## config.mk

```make
export PLATFORM = sky130hd
export DESIGN_NAME = sjr_isqrt
export DESIGN_NICKNAME = d
export VERILOG_FILES = /design/src/sv/sjr_pkg.sv /design/src/sv/sjr_isqrt.sv
export SDC_FILE = /design/constraint.sdc
export NUM_CORES = 1
export LEC_CHECK = 0
export BUFFER_PORTS_ARGS = -buffer_cell sky130_fd_sc_hd__buf_4
export CAP_MARGIN = 20
export CELL_PAD_IN_SITES_DETAIL_PLACEMENT = 0
export CELL_PAD_IN_SITES_GLOBAL_PLACEMENT = 1
export CORE_ASPECT_RATIO = 0.8
export CORE_MARGIN = 5
export CORE_UTILIZATION = 52
export DETAILED_ROUTE_END_ITERATION = 8
export PLACE_DENSITY = 0.94
export SETUP_SLACK_MARGIN = 0.3
export SLEW_MARGIN = 25
export SYNTH_ARGS = -nofsm -noshare
export SYNTH_HDL_FRONTEND = slang
export SYNTH_SLANG_ARGS = --single-unit
```

## constraint.sdc

```tcl
create_clock -name clk -period 15.3 [get_ports clk]
set_clock_uncertainty 0.1 [all_clocks]
set_input_delay 1.53 -clock clk [delete_from_list [all_inputs] [get_ports clk]]
set_output_delay 1.53 -clock clk [all_outputs]
set_load 0.02 [all_outputs]
```

## src/sv/sjr_pkg.sv

```systemverilog
`timescale 1ns / 1ps

package sjr_pkg;

  // Fixed-point units.
  localparam int unsigned ONE_Q14 = 16384;
  localparam int unsigned ONE_Q16 = 65536;

  // Action codes of an input beat.
  localparam logic [1:0] ACT_LINE   = 2'd0;
  localparam logic [1:0] ACT_NOLINE = 2'd1;
  localparam logic [1:0] ACT_CLEAR  = 2'd2;

  // Configuration register indexes.
  localparam logic [2:0] CFG_MODE      = 3'd0;
  localparam logic [2:0] CFG_MAX_JUMP  = 3'd1;
  localparam logic [2:0] CFG_COS_ANGLE = 3'd2;
  localparam logic [2:0] CFG_MAX_REJ   = 3'd3;
  localparam logic [2:0] CFG_PT_ALPHA  = 3'd4;
  localparam logic [2:0] CFG_DIR_ALPHA = 3'd5;

  // Register reset values.
  localparam logic [2:0]         RST_MODE      = 3'd3;
  localparam logic [30:0]        RST_MAX_JUMP  = 31'd32768;
  localparam logic signed [15:0] RST_COS_ANGLE = 16'sd16135;
  localparam logic [7:0]         RST_MAX_REJ   = 8'd5;
  localparam logic [16:0]        RST_ALPHA     = 17'd19661;

  // Mode flag bit positions.
  localparam int unsigned MODE_REJECT = 0;
  localparam int unsigned MODE_SMOOTH = 1;
  localparam int unsigned MODE_FORCE  = 2;

  // Iteration counts of the root and divide units.
  localparam int unsigned SQRT_STEPS = 32;
  localparam int unsigned DIV_STEPS  = 15;

endpackage

```

## src/sv/sjr_isqrt.sv

```systemverilog
`timescale 1ns / 1ps

// Integer square root of a 64-bit radicand, one result bit per cycle.
module sjr_isqrt (
  input  logic        clk,
  input  logic        rst_n,
  input  logic        start,
  input  logic [63:0] radicand,
  output logic        done,
  output logic [31:0] root
);

  logic [63:0] s_r;
  logic [63:0] r_r;
  logic [63:0] bit_r;
  logic [4:0]  cnt_r;
  logic        busy_r;
  logic        done_r;
  logic [63:0] trial;

  assign trial = r_r + bit_r;
  assign done  = done_r;
  assign root  = r_r[31:0];

  // Digit-by-digit root: the test bit walks down two places a cycle.
  always_ff @(posedge clk) begin
    if (!rst_n) begin
      busy_r <= 1'b0;
      done_r <= 1'b0;
      cnt_r  <= '0;
    end else begin
      done_r <= 1'b0;
      if (start) begin
        s_r    <= radicand;
        r_r    <= '0;
        bit_r  <= 64'h4000_0000_0000_0000;
        cnt_r  <= '0;
        busy_r <= 1'b1;
      end else if (busy_r) begin
        if (s_r >= trial) begin
          s_r <= s_r - trial;
          r_r <= (r_r >> 1) + bit_r;
        end else begin
          r_r <= r_r >> 1;
        end
        bit_r <= bit_r >> 2;
        cnt_r <= cnt_r + 5'd1;
        if (cnt_r == 5'(sjr_pkg::SQRT_STEPS - 1)) begin
          busy_r <= 1'b0;
          done_r <= 1'b1;
        end
      end
    end
  end

endmodule

```

==> flow_summary.json, run 1 <==
{
  "outcome": "finished, final reports clean",
  "ant_nets": 0,
  "finalSetupViolations": 0,
  "syn-mean-instance-area_um2": 8.641,
  "relSlewSlack_pct": 35.12,
  "data_arrival_time_of_the_worst_path_ps": 7070,
  "unrepaired_setup_endpoints_after_global_routing": "no",
  "core.rowCount": 55,
  "max_cap_violations": 0,
  "clock_sinks": 167,
  "cts-root-buf": "clkbuf_16",
  "cts_buffer_depth": 2,
  "min_delay_path_class": "reg -> reg",
  "route.detailed.drc": 0,
  "final-max-slew-violation-count": 0,
  "gr-usage-all-layers_pct": 24.53,
  "setup.worst_path.class": "reg -> reg",
  "placed_area_mm2": 0.01594,
  "postSynthRegisterBits": 167,
  "numCtsBuffers": 17,
  "core_area_mm2": 0.02849,
  "synth.area.top_cells": "edfxtp_1 (32%), ha_1 (11%), nand2_1 (5.6%)",
  "drt_iter0_markers": 1411,
  "final_cell_mix": "nand2_1 (228), o21ai_0 (165), edfxtp_1 (160)",
  "grt_first_pass_wirelength_um": 65520,
  "cts_htree_levels": 4,
  "grt_antenna_before_repair": 0,
  "initial_core_util_pct": 53.20,
  "die_h_um": 162.7,
  "drive_above_1_share_pct": 10.68,
  "io_pins": 100,
  "power_density_mw_per_mm2": 125.7,
  "globalRouteOverflowTotal": 0,
  "insertion_delay_ps": 450,
  "grtUsageMet2_pct": 35.33,
  "max_freq_ghz": 0.1408,
  "via_count_of_the_first_global_routing_pass": 12240,
  "synth_cell_type_count": 75,
  "dieWidth_um": 200.9,
  "global_route.peak_usage_layer": "met1",
  "post_cts.repair.setup_buffers": 0,
  "cellLeakagePower_nw": 6.387,
  "worst_ir_drop_vdd_v": 0.0001152,
  "final.period_utilization_pct": 46.41,
  "routedWlPerCell_um": 18.94,
  "postSynthCellCount": 1754,
  "via_count": 13430,
  "post-route-min-period_ps": 7101,
  "grt.met1_usage_pct": 38.84,
  "setup.worst_path.start_class": "flip-flop",
  "finalPower_mw": 2.082,
  "ys_async_sr_fraction_pct": 0,
  "area.growth.synth_to_final_pct": 9.229,
  "final_net_count": 1984,
  "port_buffers": 99,
  "data_required_critical_path_ps": 15270,
  "leading_cell_type_in_the_layout_fill_and_taps_excluded": "nand2_1",
  "drt-vias-per-instance": 6.196,
  "end_kind": "flip-flop",
  "die_footprint_mm2": 0.03268,
  "clock_tree_from_tritoncts": "built",
  "yosys_warnings": 0,
  "fin_tns_setup_ps": 0,
  "grt_start_max_net_pins": 87,
  "fin_util_pct": 58.11,
  "finalWeightedCongestion": 0.9578,
  "clk_transition_reported_paths_ps": 70,
  "netlist_area_mm2": 0.01516,
  "synth_area_leader_cell": "edfxtp_1",
  "insertedDiodeCount": 0,
  "synth-main-ff-cell": "edfxtp_1",
  "critical_path.max_fanout": 64,
  "ys_seq_area_share_pct": 32.62,
  "net_count_of_the_mapped_netlist": 1954,
  "worst_hold_margin_ps": 414.3,
  "post_cts_resized": 0,
  "report.final.hold_viol_count": 0,
  "finish.instance_area_mm2": 0.01656,
  "ctsHoldBuffers": 0,
  "dr.pass1.iters": 5,
  "dp_hpwl_um": 31500,
  "postRouteWirelength_um": 41040,
  "synth_top_area_share_pct": 31.70,
  "groute.layer.met3.usage_pct": 4.061,
  "final.fill_count": 2599,
  "synth_edf_count": 160,
  "timing_worst_slew_pin_value_ps": 973.2
}
## flip-flops by register name, indices dropped and copies added (netlist names)
name / flops
cnt_r: 5
s_r: 64
r_r: 64
done: 1
busy_r: 1
bit_r: 32
## cell usage after synthesis (all sizes together) (4+ instances only)
library cell	number
or3	22
inv	38
nor3	15
xor2	92
a31o	15
dfxtp	7
o21ai	174
xnor2	78
mux2	4
a21o	49
nand2	228
nor2b	44
and4	4
edfxtp	160
nand3	31
or4	4
o21ba	5
a21oi	122
a21boi	8
buf	46
or2	4
nor2	129
o21bai	39
o211ai	9
o31ai	10
nor4	5
and2	8
a31oi	66
and3	19
ha	132
nand4	38
clkbuf	48
o21a	13
a211oi	41
nand2b	9
## power breakdown
part | internal (mW) | leakage, nW | total [mW] | switching, mW
combinational | 0.384 | 4.48 | 0.981 | 0.596
clock | 0.249 | 0.301 | 0.457 | 0.208
sequential | 0.583 | 1.60 | 0.644 | 0.0603
total | 1.22 | 6.39 | 2.08 | 0.865
## metrics by stage
stage	std cells	setup slack [ps]
2_1_floorplan	1754	6711
3_3_place_gp	2135	8502
3_5_place_dp	2135	8250
4_1_cts	2167	8238
5_1_grt	2167	7784
6_report	2167	8199
## logic make-up after synthesis
logic type      Yosys count  share of synthesized area (%)
mux                       6                         0.4292
flops                   167                          32.62
fa+ha+maj               133                          11.03
compound gates          580                          24.53
buf+inv                 133                          4.226
xor+xnor                170                          9.823
simple gates            565                          17.34
## final timing paths
kind / startpoint / to / slack, ps / cells after the start
hold reg to reg: cnt_r[3] / cnt_r[3] / 410 / 2
hold / removal: cnt_r[3] / cnt_r[3] / 410 / 2
setup reg to reg: r_r[2] / s_r[20] / 8200 / 23
setup / recovery: r_r[2] / s_r[20] / 8200 / 23
## per-layer routing
metal / up-vias / part of all wire, %
met5: - / 0
met4: 0 / 0.97
met3: 29 / 8.8
met2: 536 / 41
met1: 6328 / 49
li1: 6534 / -
## critical path, cell delays in order (launching register included)
cell and delay (ps):
edfxtp_1 470, ha_1 390, a21o_1 190, a31oi_1 260, o21ai_0 290, a211oi_1 550
o21ai_0 300, a21oi_1 290, o21bai_1 130, a21oi_1 240, a21oi_1 100, o21ai_0 190
xor2_1 230, ha_1 350, and3_1 240, a221o_1 300, a21oi_1 170, o21a_1 170
a21oi_1 80, a211oi_1 520, o31a_1 230, buf_4 360, a21oi_4 90, buf_4 350
## cell type report
cell class / instances / area [µm²] / area share [%]
tap: 370 / 462.9 / 2.796
clock buffer: 18 / 429.2 / 2.592
multi-input combinational: 1454 / 9592 / 57.94
timing repair buffer: 105 / 792.0 / 4.784
inverter: 39 / 147.6 / 0.8918
clock inverter: 14 / 187.7 / 1.134
sequential: 167 / 4945 / 29.87
(Power assumes the default switching activity.)
==> run 2: changes to the inputs <==
CORE_UTILIZATION = 48   (was 52)
PLACE_DENSITY = 0.88   (was 0.94)
clock period = 7 ns   (was 15.3 ns; I/O delays follow)
==> flow_summary.json, run 2 (synthesis results as in run 1) <==
{
  "core.rowCount": 58,
  "crit_buf_inv": 1,
  "timing.critical_path.cells": "ha_1, a31o_2, a31oi_2, o21ai_2, a31oi_1, o41a_1, o21bai_2, a21oi_2, o211ai_2, a31oi_2, xor2_1, ha_1, and3_1, a221o_1, a21oi_1, o21a_1, a21oi_1, a211oi_4, o31a_1, buf_8, nor4_1, a31oi_1, nand3_1",
  "outcome": "finished, final reports clean",
  "leading_cell_type_in_the_layout_fill_and_taps_excluded": "nand2_1",
  "final-max-slew-violation-count": 0,
  "grt_start_max_net_pins": 91,
  "clk_transition_reported_paths_ps": 80,
  "worst_ir_drop_vdd_v": 0.0001521,
  "report.final.hold_viol_count": 0,
  "ctsHoldBuffers": 0,
  "unrepaired_setup_endpoints_after_global_routing": "yes",
  "worstHoldStart": "cnt_r[3]",
  "cts_htree_levels": 4,
  "final.period_utilization_pct": 91.67,
  "timing.rr.end": "r_r[47]",
  "post-route-min-period_ps": 6417,
  "hold_path_depth": 2,
  "insertedDiodeCount": 0,
  "insertion_delay_ps": 460,
  "gr-usage-all-layers_pct": 23.94,
  "numCtsBuffers": 17,
  "cellLeakagePower_nw": 6.531,
  "routedWlPerCell_um": 19.52,
  "cp-startpoint": "r_r[2]",
  "worst_hold_margin_ps": 411.8,
  "finalSetupViolations": 0,
  "die_footprint_mm2": 0.03525,
  "globalRouteOverflowTotal": 0,
  "power_density_mw_per_mm2": 273.9,
  "drt_iter0_markers": 1498,
  "data_arrival_time_of_the_worst_path_ps": 6520,
  "via_count_of_the_first_global_routing_pass": 12040,
  "grt_first_pass_wirelength_um": 67850,
  "clock_sinks": 167,
  "end_kind": "flip-flop",
  "ant_nets": 0,
  "port_buffers": 99,
  "min_delay_path_class": "reg -> reg",
  "dr.pass1.iters": 5,
  "die_h_um": 168.9,
  "grt_antenna_before_repair": 1,
  "setup.worst_path.start_class": "flip-flop",
  "holdPathEnd": "cnt_r[3]",
  "critical-path-top-delay-family": "compound AO/OA/AOI/OAI gates",
  "finalWeightedCongestion": 0.9406,
  "drt-vias-per-instance": 6.027,
  "area.growth.synth_to_final_pct": 11.47,
  "leading_registers_by_flop_count": "r_r: 64 flops, s_r: 64 flops, bit_r: 32 flops",
  "final_net_count": 2009,
  "dp_hpwl_um": 33050,
  "max_freq_ghz": 0.1558,
  "route.detailed.drc": 0,
  "final_cell_mix": "nand2_1 (228), o21ai_0 (163), edfxtp_1 (160)",
  "clock_tree_from_tritoncts": "built",
  "drive_above_1_share_pct": 12.35,
  "worst-r2r-cell-count": 23,
  "via_count": 13510,
  "initial_core_util_pct": 48.46,
  "relSlewSlack_pct": 32.30,
  "cts_buffer_depth": 2,
  "fin_tns_setup_ps": 0,
  "r2r_start": "r_r[2]",
  "timing_worst_slew_pin_value_ps": 1009,
  "dieWidth_um": 208.7,
  "data_required_critical_path_ps": 7100,
  "max_cap_violations": 0,
  "cp_slowest_stage_delay_ps": 480,
  "critical_path.max_fanout": 34,
  "core_area_mm2": 0.03128,
  "io_pins": 100,
  "timing.critical_path.slowest_stage_cell": "edfxtp_1",
  "setup.worst_path.class": "reg -> reg",
  "reg2reg_setup_slack_ps": 580,
  "cts-root-buf": "clkbuf_16",
  "postRouteWirelength_um": 43760
}
==> run 2: what timing repair did <==
item / in CTS / in global routing
resized for setup: 4 / 10
pin swaps: 2 / 2
gates cloned: 2 / 1
buffers inserted: 3 / 5
endpoints found under the setup margin: 86 / 130
==> run 2: worst max-delay path by stage <==
stage,endpoint,slack [ps],cells after the start
after global placement,r_r[5],140,23
after CTS,r_r[47],310,25
after detailed placement,r_r[23],-10,23
after floorplan,s_r[0],550,22
after global routing,r_r[47],230,23
final,r_r[47],580,23
==> run 2: power by group <==
group,internal [mW],switching [mW]
sequential,1.27,0.131
clock,0.476,0.486
combinational,0.902,1.36
total,2.65,1.98
==> run 2: routing by layer <==
metal / routed length, µm / vias to the layer above / GRT usage [%] / part of all wire, %
met1: 22080 / 6345 / 39.39 / 50
li1: - / 6593 / - / -
met3: 3722 / 31 / 4.558 / 8.5
met4: 521 / 2 / 4.765 / 1.2
met2: 17420 / 542 / 32.07 / 40
met5: 7 / - / 0 / 0.016
==> run 2: layout make-up <==
| cell class | instances | area (µm²) |
|---|---|---|
| Sequential cell | 167 | 4945 |
| Clock inverter | 15 | 152.6 |
| Fill cell | 2868 | 14380 |
| Tap cell | 420 | 525.5 |
| Inverter | 39 | 147.6 |
| Timing Repair Buffer | 128 | 1018 |
| Clock buffer | 17 | 425.4 |
| Multi-Input combinational cell | 1456 | 9682 |
==> run 2: tightest hold or removal path: cells and delay by family (launching register included) <==
| kind | cells | cell delay [ps] |
|---|---|---|
| flip-flops | 1 | 340 |
| XOR/XNOR | 1 | 70 |
| AND/OR/NAND/NOR | 1 | 70 |
==> run 2: stage by stage <==
| stage | cell area [µm²] | total power [mW] | instances | setup slack (ps) | util [%] |
|---|---|---|---|---|---|
| 6_report | 16900 | 4.627 | 2242 | 582.8 | 54.02 |
| 2_1_floorplan | 15170 | 3.013 | 1754 | 546.4 | - |
| 5_1_grt | 16900 | 4.919 | 2242 | 231.1 | 54.02 |
| 3_5_place_dp | 16120 | 3.560 | 2199 | -14.15 | 51.55 |
| 3_3_place_gp | 16120 | 3.542 | 2199 | 143.7 | 51.54 |
| 4_1_cts | 16780 | 4.564 | 2236 | 308.7 | 53.65 |
==> run 3: changes to the inputs <==
ABC_AREA = 1   (was default)
CORE_UTILIZATION = 45   (was 48)
PLACE_DENSITY = 0.9   (was 0.88)
==> flow_summary.json, run 3 <==
{
  "relSlewSlack_pct": 36.30,
  "synth_cell_type_count": 44,
  "clk_transition_reported_paths_ps": 80,
  "synth_area_leader_cell": "nand2_1",
  "outcome": "finished, final reports clean",
  "power_density_mw_per_mm2": 234.6,
  "synth_edf_count": 160,
  "core_area_mm2": 0.04546,
  "max_freq_ghz": 0.1715,
  "io_pins": 100,
  "synth_simple_gate_area_share_pct": 42.46,
  "data_arrival_time_of_the_worst_path_ps": 5890,
  "port_buffers": 99,
  "synth_top_family_by_area": "simple AND/OR/NAND/NOR gates",
  "data_required_critical_path_ps": 7060,
  "leading_cell_type_in_the_layout_fill_and_taps_excluded": "nand2_1",
  "numCtsBuffers": 17,
  "insertion_delay_ps": 490,
  "cellLeakagePower_nw": 11.55,
  "dp_hpwl_um": 63010,
  "synth.cells.most_frequent": "nand2_1 (1431), inv_1 (564), nor2_1 (341)",
  "grt_start_max_net_pins": 69,
  "final_net_count": 3769,
  "reg2reg_setup_slack_ps": 1170,
  "netlist_area_mm2": 0.02058,
  "dieWidth_um": 249.1,
  "setup.worst_path.class": "reg -> reg",
  "drive_above_1_share_pct": 5.248,
  "setup.worst_path.start_class": "flip-flop",
  "post_synth_mux_area_share_pct": 0,
  "cp_slowest_stage_delay_ps": 770,
  "synth-main-ff-cell": "edfxtp_1",
  "ctsHoldBuffers": 0,
  "timing.critical_path.cells": "ha_1, nand2_1, inv_1, nand3_1, nor2_1, nand2_1, o21ai_0, xnor2_1, ha_1, nand2_1, nor2_1, nand2_1, nor2_1, nand4_1, nand3_1, nand2_2, nand2_2, o21ai_0, inv_2, buf_12",
  "min_delay_path_class": "reg -> reg",
  "finalSetupViolations": 0,
  "via_count_of_the_first_global_routing_pass": 19690,
  "drt_iter0_markers": 2474,
  "dr.pass1.iters": 6,
  "finalWeightedCongestion": 1.049,
  "final.period_utilization_pct": 83.29,
  "globalRouteOverflowTotal": 0,
  "grt_antenna_before_repair": 0,
  "postSynthCellCount": 3520,
  "net_count_of_the_mapped_netlist": 3720,
  "route.detailed.drc": 0,
  "timing.critical_path.slowest_stage_cell": "o21ai_0",
  "report.final.hold_viol_count": 0,
  "ys_seq_area_share_pct": 24.03,
  "fin_tns_setup_ps": 0,
  "routedWlPerCell_um": 18.30,
  "cts_htree_levels": 4,
  "post_cts_resized": 0,
  "cts_buffer_depth": 2,
  "cts-root-buf": "clkbuf_16",
  "final.fill_count": 5027,
  "final_cell_mix": "nand2_1 (1431), inv_1 (561), nor2_1 (341)",
  "worst_path_most_repeated_cell": "nand2_1",
  "post_synth_fa_ha_maj_area_fraction_pct": 8.124,
  "max_cap_violations": 0,
  "drt-vias-per-instance": 5.247,
  "ys_async_sr_fraction_pct": 0,
  "yosys_warnings": 0,
  "ant_nets": 0,
  "syn-mean-instance-area_um2": 5.846,
  "synth.area.top_cells": "nand2_1 (26%), edfxtp_1 (23%), inv_1 (10%)",
  "post_cts.repair.setup_buffers": 0,
  "post-route-min-period_ps": 5831,
  "grt_first_pass_wirelength_um": 115000,
  "post-synth-top-count-cell": "nand2_1",
  "compound_gate_fraction_of_synth_area_pct": 8.306,
  "final-max-slew-violation-count": 0,
  "postSynthRegisterBits": 167,
  "die_footprint_mm2": 0.05013,
  "initial_core_util_pct": 45.27,
  "insertedDiodeCount": 0,
  "timing_worst_slew_pin_value_ps": 945.6,
  "synth_top_area_share_pct": 26.10,
  "unrepaired_setup_endpoints_after_global_routing": "no",
  "area.growth.synth_to_final_pct": 8.154,
  "fin_util_pct": 48.96,
  "postRouteWirelength_um": 76760,
  "gr-usage-all-layers_pct": 29.35,
  "synth-xor-area-share_pct": 4.384,
  "via_count": 22010,
  "die_h_um": 201.3,
  "critical_path.max_fanout": 46,
  "clock_tree_from_tritoncts": "built",
  "end_kind": "flip-flop",
  "leading_registers_by_flop_count": "r_r: 64 flops, s_r: 64 flops, bit_r: 32 flops",
  "clock_sinks": 167,
  "worst_ir_drop_vdd_v": 0.0002051,
  "core.rowCount": 70
}
## run 3: cell types whose count changed after synthesis, moves of 36 or more
cell      delta
nand2_1   +1203
inv_1      +526
nor2_1     +213
nand3_1    +183
a31oi_1     -63
xor2_1      -47
a21o_1      -45
nor2b_1     -44
o21ai_0     -37
a211oi_1    -36
## run 3: per-layer routing
layer / global-route usage, % / share of wire (%) / wire length [µm] / up-vias
met2: 40.71 / 39 / 30020 / 1028
met5: 0 / 0 / 0 / -
met1: 44.89 / 47 / 36390 / 9764
li1: - / - / - / 11130
met3: 8.788 / 12 / 8950 / 82
met4: 5.897 / 1.8 / 1392 / 0
## run 3: worst max-delay path, delay by kind of cell (launching register included)
family | cells | cell delay, ps
AOI/OAI and AO/OA | 2 | 880
and+or+nand+nor | 12 | 2000
DFF | 1 | 570
xor gates and xnor gates | 1 | 210
buffers and inverters | 3 | 840
adders and majority gates | 2 | 850
## run 3: where the power goes
group          switching [mW]  internal [mW]  total, mW
Combinational            1.89          0.909       2.80
Sequential              0.167           1.28       1.44
Clock                   0.509          0.472      0.981
Total                    2.57           2.66       5.22
## run 3: logic make-up (layout without fill, tap and decap cells)
family	Yosys count	count (layout)
adders and majority gates	133	133
xor gates and xnor gates	103	103
AOI/OAI and AO/OA	320	320
buffers and inverters	648	710
and+or+nand+nor	2149	2149
DFF	167	167
## run 3: layout make-up
type | instances | area, µm² | share of cell area, %
flip-flops and latches | 167 | 4945 | 22.22
clock inverters | 14 | 133.9 | 0.6016
multi-input cells | 2705 | 13020 | 58.50
clock buffers | 18 | 429.2 | 1.928
repair buffers | 107 | 815.8 | 3.666
well taps | 612 | 765.7 | 3.441
inverters | 571 | 2146 | 9.642
## run 3: path summary, 6_finish.rpt
kind | start | end | depth (start not counted)
setup / recovery | r_r[26] | s_r[15] | 20
hold reg to reg | cnt_r[4] | cnt_r[4] | 2
hold / removal | cnt_r[4] | cnt_r[4] | 2
setup reg to reg | r_r[26] | s_r[15] | 20
## run 3: stage by stage
stage                     power, mW  cell area, µm²  setup WS (ps)  hold WS (ps)  cells
after floorplan               3.403           20580           1792         344.8   3520
after global placement        4.189           21690           1605         361.3   4162
after detailed placement      4.195           21690           1470         361.5   4162
after CTS                     5.175           22260           1449         356.6   4194
after global routing          5.599           22260          981.2         375.2   4194
final                         5.222           22260           1169         370.8   4194
